$ cat src/hw/rtl/lfu_pkg.sv
// shared types and constants for the lfu cache table
package lfu_pkg;

    localparam int CAPACITY_DEF   = 16;
    localparam int KEY_BITS_DEF   = 32;
    localparam int COUNT_BITS_DEF = 16;

    localparam int FIELD_W = 32;
    localparam int LIMIT_W = 5;

    localparam logic [LIMIT_W-1:0] LIMIT_RESET = 5'd16;

    localparam logic ACT_GET = 1'b0;
    localparam logic ACT_SET = 1'b1;

    typedef enum logic [1:0] {
        ST_IDLE,
        ST_SCAN,
        ST_LAST,
        ST_FINISH
    } t_state;

    typedef struct packed {
        logic match_found;
        logic victim_found;
        logic free_found;
    } t_scan_flags;

endpackage

$ cat src/hw/rtl/lfu_cache_table.sv
// lfu cache table top level: sequencer, slot store, valid bits and result register
//
// usage:
//   s_axis carries one request: tuser is the action (0 get, 1 set), tdata holds
//   the key in bits 31:0 and the write value in bits 63:32.
//   m_axis carries one result per request: tuser bit 0 is hit, bit 1 is evicted;
//   tdata holds the read value in bits 31:0 (all ones on a miss or set) and the
//   evicted key in bits 63:32 (zero when nothing was evicted).
//   i_cfg_data sets the capacity limit; write it only while no request is open.
// sequence and throughput:
//   after accept the sequencer scans every slot from first to last:
//   the slot store has one read port, so the compare unit sees one slot a cycle,
//   then the last state drains the read and the finish state writes back and loads the result.
//   s_axis_tready is high only between requests, so a new request is accepted only
//   after the previous one has written back and loaded its result.
// reset:
//   all slots become empty and the capacity limit returns to 16.
// stall:
//   the result register holds while m_axis_tready is low; a following request is
//   accepted and scanned, then waits in its write back cycle until the register frees.
module lfu_cache_table #(
    parameter int CAPACITY   = lfu_pkg::CAPACITY_DEF,
    parameter int KEY_BITS   = lfu_pkg::KEY_BITS_DEF,
    parameter int COUNT_BITS = lfu_pkg::COUNT_BITS_DEF
) (
    input  logic                        i_clk,
    input  logic                        i_rst_n,
    input  logic                        s_axis_tvalid,
    output logic                        s_axis_tready,
    input  logic [63:0]                 s_axis_tdata,   // lookup_key, write_value
    input  logic [0:0]                  s_axis_tuser,   // action
    output logic                        m_axis_tvalid,
    input  logic                        m_axis_tready,
    output logic [63:0]                 m_axis_tdata,   // read_value, evicted_key
    output logic [1:0]                  m_axis_tuser,   // hit, evicted
    input  logic                        i_cfg_valid,
    output logic                        o_cfg_ready,
    input  logic [lfu_pkg::LIMIT_W-1:0] i_cfg_data
);

    localparam int IDX_W  = (CAPACITY > 1) ? $clog2(CAPACITY) : 1;
    localparam int CNT_W  = $clog2(CAPACITY + 1);
    localparam int LIM_W  = (CNT_W > lfu_pkg::LIMIT_W) ? CNT_W : lfu_pkg::LIMIT_W;
    localparam int FW     = lfu_pkg::FIELD_W;
    localparam int WORD_W = KEY_BITS + FW + COUNT_BITS;

    lfu_pkg::t_state           r_state;
    lfu_pkg::t_state           n_state;
    logic [CNT_W-1:0]          r_addr;
    logic                      r_rd_step;
    logic [IDX_W-1:0]          r_rd_idx;
    logic [CAPACITY-1:0]       r_valid;
    logic [lfu_pkg::LIMIT_W-1:0] r_limit;
    logic                      r_action;
    logic [KEY_BITS-1:0]       r_key;
    logic [FW-1:0]             r_wval;
    logic                      r_out_valid;
    logic                      r_hit;
    logic [FW-1:0]             r_rval;
    logic                      r_ev;
    logic [FW-1:0]             r_evkey;

    logic                      rd_issue;
    logic                      scan_start;
    logic                      fin_go;
    logic [63:0]               key_ext;
    logic [63:0]               vkey_ext;

    logic [WORD_W-1:0]         ram_rdata;
    logic [WORD_W-1:0]         ram_wdata;
    logic [IDX_W-1:0]          ram_waddr;
    logic                      ram_we;

    lfu_pkg::t_scan_flags      scan_flags;
    logic [IDX_W-1:0]          match_idx;
    logic [FW-1:0]             match_value;
    logic [COUNT_BITS-1:0]     match_count;
    logic [IDX_W-1:0]          victim_idx;
    logic [KEY_BITS-1:0]       victim_key;
    logic [IDX_W-1:0]          free_idx;
    logic [CNT_W-1:0]          used;

    logic [LIM_W-1:0]          lim_eff;
    logic                      full;
    logic [COUNT_BITS-1:0]     cnt_inc;
    logic                      res_hit;
    logic [FW-1:0]             res_rval;
    logic                      res_ev;
    logic [FW-1:0]             res_evkey;
    logic                      ins;

    lfu_ram #(
        .WIDTH (WORD_W),
        .DEPTH (CAPACITY)
    ) u_ram (
        .i_clk   (i_clk),
        .i_we    (ram_we),
        .i_waddr (ram_waddr),
        .i_wdata (ram_wdata),
        .i_raddr (r_addr[IDX_W-1:0]),
        .o_rdata (ram_rdata)
    );

    lfu_scan #(
        .CAPACITY   (CAPACITY),
        .KEY_BITS   (KEY_BITS),
        .COUNT_BITS (COUNT_BITS)
    ) u_scan (
        .i_clk         (i_clk),
        .i_rst_n       (i_rst_n),
        .i_start       (scan_start),
        .i_step        (r_rd_step),
        .i_idx         (r_rd_idx),
        .i_slot_valid  (r_valid[r_rd_idx]),
        .i_key         (r_key),
        .i_slot_key    (ram_rdata[WORD_W-1 -: KEY_BITS]),
        .i_slot_value  (ram_rdata[COUNT_BITS +: FW]),
        .i_slot_count  (ram_rdata[COUNT_BITS-1:0]),
        .o_flags       (scan_flags),
        .o_match_idx   (match_idx),
        .o_match_value (match_value),
        .o_match_count (match_count),
        .o_victim_idx  (victim_idx),
        .o_victim_key  (victim_key),
        .o_free_idx    (free_idx),
        .o_used        (used)
    );

    // sequencer
    always_ff @(posedge i_clk) begin
        if (!i_rst_n) begin
            r_state <= lfu_pkg::ST_IDLE;
        end else begin
            r_state <= n_state;
        end
    end

    always_comb begin
        n_state    = r_state;
        rd_issue   = 1'b0;
        scan_start = 1'b0;
        fin_go     = 1'b0;
        unique case (r_state)
            lfu_pkg::ST_IDLE: begin
                if (s_axis_tvalid) begin
                    scan_start = 1'b1;
                    n_state    = lfu_pkg::ST_SCAN;
                end
            end
            lfu_pkg::ST_SCAN: begin
                rd_issue = 1'b1;
                if (r_addr == CNT_W'(CAPACITY - 1)) begin
                    n_state = lfu_pkg::ST_LAST;
                end
            end
            lfu_pkg::ST_LAST: begin
                n_state = lfu_pkg::ST_FINISH;
            end
            lfu_pkg::ST_FINISH: begin
                if (!r_out_valid || m_axis_tready) begin
                    fin_go  = 1'b1;
                    n_state = lfu_pkg::ST_IDLE;
                end
            end
            default: begin
                n_state = lfu_pkg::ST_IDLE;
            end
        endcase
    end

    // write back decision
    always_comb begin
        lim_eff = LIM_W'(r_limit);
        if (lim_eff == '0) begin
            lim_eff = LIM_W'(1);
        end
        if (lim_eff > LIM_W'(CAPACITY)) begin
            lim_eff = LIM_W'(CAPACITY);
        end
        full     = (LIM_W'(used) >= lim_eff);
        cnt_inc  = (match_count == '1) ? match_count : match_count + COUNT_BITS'(1);
        vkey_ext = 64'(victim_key);

        res_hit   = scan_flags.match_found;
        res_rval  = '1;
        res_ev    = 1'b0;
        res_evkey = '0;
        ins       = 1'b0;
        ram_we    = 1'b0;
        ram_waddr = match_idx;
        ram_wdata = {r_key, r_wval, cnt_inc};

        if (scan_flags.match_found) begin
            ram_we = fin_go;
            if (r_action == lfu_pkg::ACT_GET) begin
                res_rval  = match_value;
                ram_wdata = {r_key, match_value, cnt_inc};
            end
        end else if (r_action == lfu_pkg::ACT_SET) begin
            ram_waddr = free_idx;
            if (full && scan_flags.victim_found) begin
                res_ev    = 1'b1;
                res_evkey = vkey_ext[FW-1:0];
                ram_waddr = victim_idx;
            end
            ins       = res_ev || scan_flags.free_found;
            ram_we    = fin_go && ins;
            ram_wdata = {r_key, r_wval, COUNT_BITS'(1)};
        end
    end

    always_ff @(posedge i_clk) begin
        if (!i_rst_n) begin
            r_addr      <= '0;
            r_rd_step   <= 1'b0;
            r_valid     <= '0;
            r_limit     <= lfu_pkg::LIMIT_RESET;
            r_out_valid <= 1'b0;
        end else begin
            r_rd_step <= rd_issue;
            if (scan_start) begin
                r_addr <= '0;
            end else if (rd_issue) begin
                r_addr <= r_addr + CNT_W'(1);
            end
            if (fin_go && ins) begin
                r_valid[ram_waddr] <= 1'b1;
            end
            if (i_cfg_valid) begin
                r_limit <= i_cfg_data;
            end
            if (fin_go) begin
                r_out_valid <= 1'b1;
            end else if (m_axis_tready) begin
                r_out_valid <= 1'b0;
            end
        end
    end

    assign key_ext = {32'd0, s_axis_tdata[31:0]};

    always_ff @(posedge i_clk) begin
        r_rd_idx <= r_addr[IDX_W-1:0];
        if (scan_start) begin
            r_action <= s_axis_tuser[0];
            r_key    <= key_ext[KEY_BITS-1:0];
            r_wval   <= s_axis_tdata[63:32];
        end
        if (fin_go) begin
            r_hit   <= res_hit;
            r_rval  <= res_rval;
            r_ev    <= res_ev;
            r_evkey <= res_evkey;
        end
    end

    assign s_axis_tready = (r_state == lfu_pkg::ST_IDLE);
    assign o_cfg_ready   = 1'b1;
    assign m_axis_tvalid = r_out_valid;
    assign m_axis_tdata  = {r_evkey, r_rval};
    assign m_axis_tuser  = {r_ev, r_hit};

endmodule

$ cat src/hw/rtl/lfu_ram.sv
// generic single write port ram with registered read
module lfu_ram #(
    parameter int WIDTH = 8,
    parameter int DEPTH = 16
) (
    input  logic                                       i_clk,
    input  logic                                       i_we,
    input  logic [((DEPTH > 1) ? $clog2(DEPTH) : 1)-1:0] i_waddr,
    input  logic [WIDTH-1:0]                           i_wdata,
    input  logic [((DEPTH > 1) ? $clog2(DEPTH) : 1)-1:0] i_raddr,
    output logic [WIDTH-1:0]                           o_rdata
);

    logic [WIDTH-1:0] r_mem [DEPTH];
    logic [WIDTH-1:0] r_rdata;

    always_ff @(posedge i_clk) begin
        if (i_we) begin
            r_mem[i_waddr] <= i_wdata;
        end
        r_rdata <= r_mem[i_raddr];
    end

    assign o_rdata = r_rdata;

endmodule

$ cat src/hw/rtl/lfu_scan.sv
// shared compare unit: walks the slots for key match, lowest count and first free slot
module lfu_scan #(
    parameter int CAPACITY   = lfu_pkg::CAPACITY_DEF,
    parameter int KEY_BITS   = lfu_pkg::KEY_BITS_DEF,
    parameter int COUNT_BITS = lfu_pkg::COUNT_BITS_DEF
) (
    input  logic                                          i_clk,
    input  logic                                          i_rst_n,
    input  logic                                          i_start,
    input  logic                                          i_step,
    input  logic [((CAPACITY > 1) ? $clog2(CAPACITY) : 1)-1:0] i_idx,
    input  logic                                          i_slot_valid,
    input  logic [KEY_BITS-1:0]                           i_key,
    input  logic [KEY_BITS-1:0]                           i_slot_key,
    input  logic [lfu_pkg::FIELD_W-1:0]                   i_slot_value,
    input  logic [COUNT_BITS-1:0]                         i_slot_count,
    output lfu_pkg::t_scan_flags                          o_flags,
    output logic [((CAPACITY > 1) ? $clog2(CAPACITY) : 1)-1:0] o_match_idx,
    output logic [lfu_pkg::FIELD_W-1:0]                   o_match_value,
    output logic [COUNT_BITS-1:0]                         o_match_count,
    output logic [((CAPACITY > 1) ? $clog2(CAPACITY) : 1)-1:0] o_victim_idx,
    output logic [KEY_BITS-1:0]                           o_victim_key,
    output logic [((CAPACITY > 1) ? $clog2(CAPACITY) : 1)-1:0] o_free_idx,
    output logic [$clog2(CAPACITY + 1)-1:0]               o_used
);

    localparam int IDX_W = (CAPACITY > 1) ? $clog2(CAPACITY) : 1;
    localparam int CNT_W = $clog2(CAPACITY + 1);

    lfu_pkg::t_scan_flags            r_flags;
    logic [CNT_W-1:0]                r_used;
    logic [IDX_W-1:0]                r_match_idx;
    logic [lfu_pkg::FIELD_W-1:0]     r_match_value;
    logic [COUNT_BITS-1:0]           r_match_count;
    logic [IDX_W-1:0]                r_victim_idx;
    logic [KEY_BITS-1:0]             r_victim_key;
    logic [COUNT_BITS-1:0]           r_victim_count;
    logic [IDX_W-1:0]                r_free_idx;

    logic key_eq;
    logic cnt_lt;
    logic take_match;
    logic take_victim;
    logic take_free;

    always_comb begin
        key_eq      = (i_slot_key == i_key);
        cnt_lt      = (i_slot_count < r_victim_count);
        take_match  = i_step && i_slot_valid && !r_flags.match_found && key_eq;
        take_victim = i_step && i_slot_valid && (!r_flags.victim_found || cnt_lt);
        take_free   = i_step && !i_slot_valid && !r_flags.free_found;
    end

    always_ff @(posedge i_clk) begin
        if (!i_rst_n || i_start) begin
            r_flags <= '0;
            r_used  <= '0;
        end else begin
            if (i_step && i_slot_valid) begin
                r_used <= r_used + CNT_W'(1);
            end
            if (take_match) begin
                r_flags.match_found <= 1'b1;
            end
            if (take_victim) begin
                r_flags.victim_found <= 1'b1;
            end
            if (take_free) begin
                r_flags.free_found <= 1'b1;
            end
        end
    end

    always_ff @(posedge i_clk) begin
        if (take_match) begin
            r_match_idx   <= i_idx;
            r_match_value <= i_slot_value;
            r_match_count <= i_slot_count;
        end
        if (take_victim) begin
            r_victim_idx   <= i_idx;
            r_victim_key   <= i_slot_key;
            r_victim_count <= i_slot_count;
        end
        if (take_free) begin
            r_free_idx <= i_idx;
        end
    end

    assign o_flags       = r_flags;
    assign o_match_idx   = r_match_idx;
    assign o_match_value = r_match_value;
    assign o_match_count = r_match_count;
    assign o_victim_idx  = r_victim_idx;
    assign o_victim_key  = r_victim_key;
    assign o_free_idx    = r_free_idx;
    assign o_used        = r_used;

endmodule

$ cat config.mk
export PLATFORM = sky130hd
export DESIGN_NAME = lfu_cache_table
export DESIGN_NICKNAME = d
export VERILOG_FILES = /design/src/hw/rtl/lfu_pkg.sv /design/src/hw/rtl/lfu_cache_table.sv /design/src/hw/rtl/lfu_ram.sv /design/src/hw/rtl/lfu_scan.sv
export SDC_FILE = /design/constraint.sdc
export NUM_CORES = 1
export LEC_CHECK = 0
export CAP_MARGIN = 20
export CELL_PAD_IN_SITES_DETAIL_PLACEMENT = 2
export CELL_PAD_IN_SITES_GLOBAL_PLACEMENT = 2
export CORE_MARGIN = 2
export CORE_UTILIZATION = 51
export CTS_CLUSTER_SIZE = 25
export DETAILED_ROUTE_END_ITERATION = 6
export DONT_BUFFER_PORTS = 1
export PLACE_DENSITY_LB_ADDON = 0.1
export REMOVE_ABC_BUFFERS = 1
export SYNTH_ARGS = -nofsm -noshare
export SYNTH_HDL_FRONTEND = slang
export SYNTH_SLANG_ARGS = --single-unit
$ cat constraint.sdc
create_clock -name i_clk -period 11.22 [get_ports i_clk]
set_input_delay 1.122 -clock i_clk [delete_from_list [all_inputs] [get_ports i_clk]]
set_output_delay 1.122 -clock i_clk [all_outputs]
set_load 0.02 [all_outputs]
==> results.sh <==
export IMPL_status="complete, no violations"
export IMPL_grt_usage_pct=31.8
export IMPL_nNetsFinal=2905
export IMPL_cts_hold_buffers=0
export IMPL_synth_edf_count=1519
export IMPL_async_flop_share_pct=0
export IMPL_use_met1_pct=46.4
export IMPL_wl_per_cell_um=42.5
export IMPL_hold_path_endpoint="u_scan.o_match_value[15]$_DFFE_PP_"
export IMPL_ys_top_cells_by_count="1519 x edfxtp_1, 404 x mux4_2, 136 x nand2_1"
export IMPL_seq_area_frac_synth_pct=78.9
export IMPL_grt_most_used_layer="met2"
export IMPL_worst_path_max_fanout=53
export IMPL_grt_use_met3_pct=5.09
export IMPL_peakVddDrop_v=0.000184
export IMPL_final_util_pct=57.9
export IMPL_design_core_area_sq_um=118000
export IMPL_final_hold_viol_count=0
export IMPL_drive_above_1_share_pct=25.6
export IMPL_syn_to_final_growth_pct=12.4
export IMPL_critPathCaptureType="flop"
export IMPL_final_area_sq_um=68400
export IMPL_crit_type="reg2reg"
export IMPL_r2r_end="u_ram.r_mem[0][49]$_DFFE_PP_"
export IMPL_synth_area_leaders="edfxtp_1 75%, mux4_2 15%, dfxtp_1 4.0%"
export IMPL_r2r_cells=13
export IMPL_setup_slack_ns=5.71
export IMPL_skew_ns=0.0448
export IMPL_path_clk_slew_ns=0.06
export IMPL_synth_area_per_cell_sq_um=22.7
export IMPL_clockBufferDepth=3
export IMPL_power_density_nw_per_um2=215
export IMPL_die_x_um=350
export IMPL_cts_tree="done"
export IMPL_final_fill_count=9321
export IMPL_max_freq_ghz=0.182
export IMPL_use_met2_pct=51.4
export IMPL_postCtsResizedCells=0
export IMPL_ios=144
export IMPL_dp_cells=4158
export IMPL_hp_start="u_ram.o_rdata[31]$_DFF_P_"
export IMPL_die_area_sq_um=122000
export IMPL_rsz0062_at_grt="no"
export IMPL_worstPathArrival_ns=5.92
export IMPL_drt_iter0_markers=3910
export IMPL_h_tree_depth=4
export IMPL_worst_pin_slew_ns=1.20
export IMPL_drc=0
export IMPL_dp_hpwl_um=102000
export IMPL_rrSetupSlack_ns=5.71
export IMPL_fin_cells=4477
export IMPL_place_area_sq_um=62900
export IMPL_gp_congestion=0.748
export IMPL_synth_distinct_cells=58
export IMPL_min_path_type="reg2reg"
export IMPL_synth_top_cell_area_share_pct=74.9
export IMPL_port_buffers=0
export IMPL_cts_setup_buffers=0
export IMPL_worstSetupStartpointType="flop"
export IMPL_cap_violations=0
export IMPL_viasPerCell=6.71
export IMPL_grt_pass1_wl_um=266000
export IMPL_hold_depth=0
export IMPL_synth_warnings=0
export IMPL_rr_startpoint="r_limit[1]$_SDFFE_PN0P_"
export IMPL_syn_area_sq_um=60900
export IMPL_ys_flop_type="edfxtp_1"
export IMPL_synthCells=2687
export IMPL_finalSetupViolCount=0
export IMPL_core_rowCount=126
export IMPL_initial_utilization_pct=51.5
export IMPL_root_buffer="clkbuf_16"
export IMPL_synth_top_cell_by_area="edfxtp_1"
export IMPL_fin_crit_sh_pct=49.1
export IMPL_clock_sinks=1641
export IMPL_worstPathRequired_ns=11.63
export IMPL_grt_max_degree=169
export IMPL_ys_seq_elements=1641
export IMPL_cts_buffers=168
export IMPL_die_y_um=350
export IMPL_drv_slew=0
export IMPL_pre_cts_slack_ns=5.73
export IMPL_p_leak_nw=21.2
export IMPL_clock_latency_ns=0.82
export IMPL_antenna_found_initial=12
export IMPL_fin_crit_ns=5.51
export IMPL_grt_pass1_vias=31800
export IMPL_globalRoute_totalOverflow=0
export IMPL_dr_pass1_iters=6
export IMPL_vias=30000
export IMPL_synth_most_common_cell="edfxtp_1"
export IMPL_drt_total_wl_um=190000
export IMPL_ant_nets=0
export IMPL_slew_headroom_pct=20.2
## worst max path at each step
stage,from,end,slack (ns)
4_1_cts,r_limit[1]$_SDFFE_PN0P_,u_ram.r_mem[0][69]$_DFFE_PP_,5.73
2_1_floorplan,r_addr[0]$_SDFFE_PP0P_,r_state[1]$_SDFFE_PN0P_,-3.40
3_5_place_dp,r_limit[2]$_SDFFE_PN0P_,u_ram.r_mem[5][65]$_DFFE_PP_,5.73
5_1_grt,r_limit[1]$_SDFFE_PN0P_,u_ram.r_mem[0][49]$_DFFE_PP_,5.50
6_report,r_limit[1]$_SDFFE_PN0P_,u_ram.r_mem[0][49]$_DFFE_PP_,5.71
3_3_place_gp,r_limit[1]$_SDFFE_PN0P_,u_ram.r_mem[0][67]$_DFFE_PP_,5.84
## critical path, stage by stage (launching register included)
cell and delay [ns]:
dfxtp_1 0.33, nor3_1 0.19, nor2_1 0.06, nor2_1 0.14, ha_1 0.28, nor2b_4 0.13
o21a_1 0.27, o21ai_4 0.09, buf_4 0.33, a2111oi_1 0.75, o21ai_0 0.40, buf_2 0.28
nor2_4 0.81, buf_4 0.95
## power breakdown
| part | total [mW] | internal (mW) | switching, mW |
|---|---|---|---|
| Combinational | 1.61 | 0.661 | 0.953 |
| Clock | 5.71 | 3.18 | 2.53 |
| Sequential | 7.39 | 7.10 | 0.291 |
## per-layer routing
metal,wire length (um),up-vias
met5,0,-
li1,-,11300
met1,77900,16600
met2,93800,1846
met4,3220,0
met3,15400,235
## registers in the layout (all words and copies together), names as in the netlist, 32 cells and up
name,flops
r_evkey,32
r_wval,32
u_ram.o_rdata,80
r_rval,32
u_scan.o_match_value,32
u_ram.r_mem,1280
u_scan.o_victim_key,32
r_key,32
## layout make-up
type	instances	area [sq um]	share of cell area, %
Antenna cell	2	5.00	0.00732
Multi-Input combinational cell	900	12400	18.1
Inverter	25	93.8	0.137
Clock inverter	85	737	1.08
Sequential cell	1641	48100	70.3
Clock buffer	222	4660	6.81
Tap cell	1536	1920	2.81
Timing Repair Buffer	66	568	0.830
## through the flow
step                      setup TNS [ns]  hold slack (ns)  power (mW)
after floorplan                  -273.65            0.386        8.90
after global placement                 0            0.387        8.92
after detailed placement               0            0.397        9.07
after CTS                              0            0.365        14.8
after global routing                   0            0.377        15.1
final                                  0            0.406        14.7
## logic make-up after synthesis
group	after synthesis	share of synthesized area [%]
simple gates	329	2.62
mux	420	15.2
buf+inv	146	1.06
fa+ha+maj	28	0.575
compound gates	73	0.878
xor+xnor	49	0.705
flops	1641	78.9
other cells	1	0.00616
## cells in the final DEF, fill, tap and decap left out, drive strengths merged, types with 3 or more instances in the layout
master / n
nor4: 6
buf: 65
xor2: 28
and2: 4
o2111ai: 4
edfxtp: 1519
a21o: 4
o211a: 3
nor3b: 3
a21oi: 12
o21ai: 27
nor2: 53
dfxtp: 122
xnor2: 21
and3: 37
clkinv: 63
mux4: 404
nor2b: 12
o31ai: 4
nand4: 15
nand2: 136
bufinv: 11
mux2i: 14
clkinvlp: 5
inv: 31
nand3b: 3
nand3: 12
ha: 28
clkbuf: 223
nand2b: 39
o211ai: 3
a211oi: 3
Note: power is estimated with default switching activity, not from simulation.
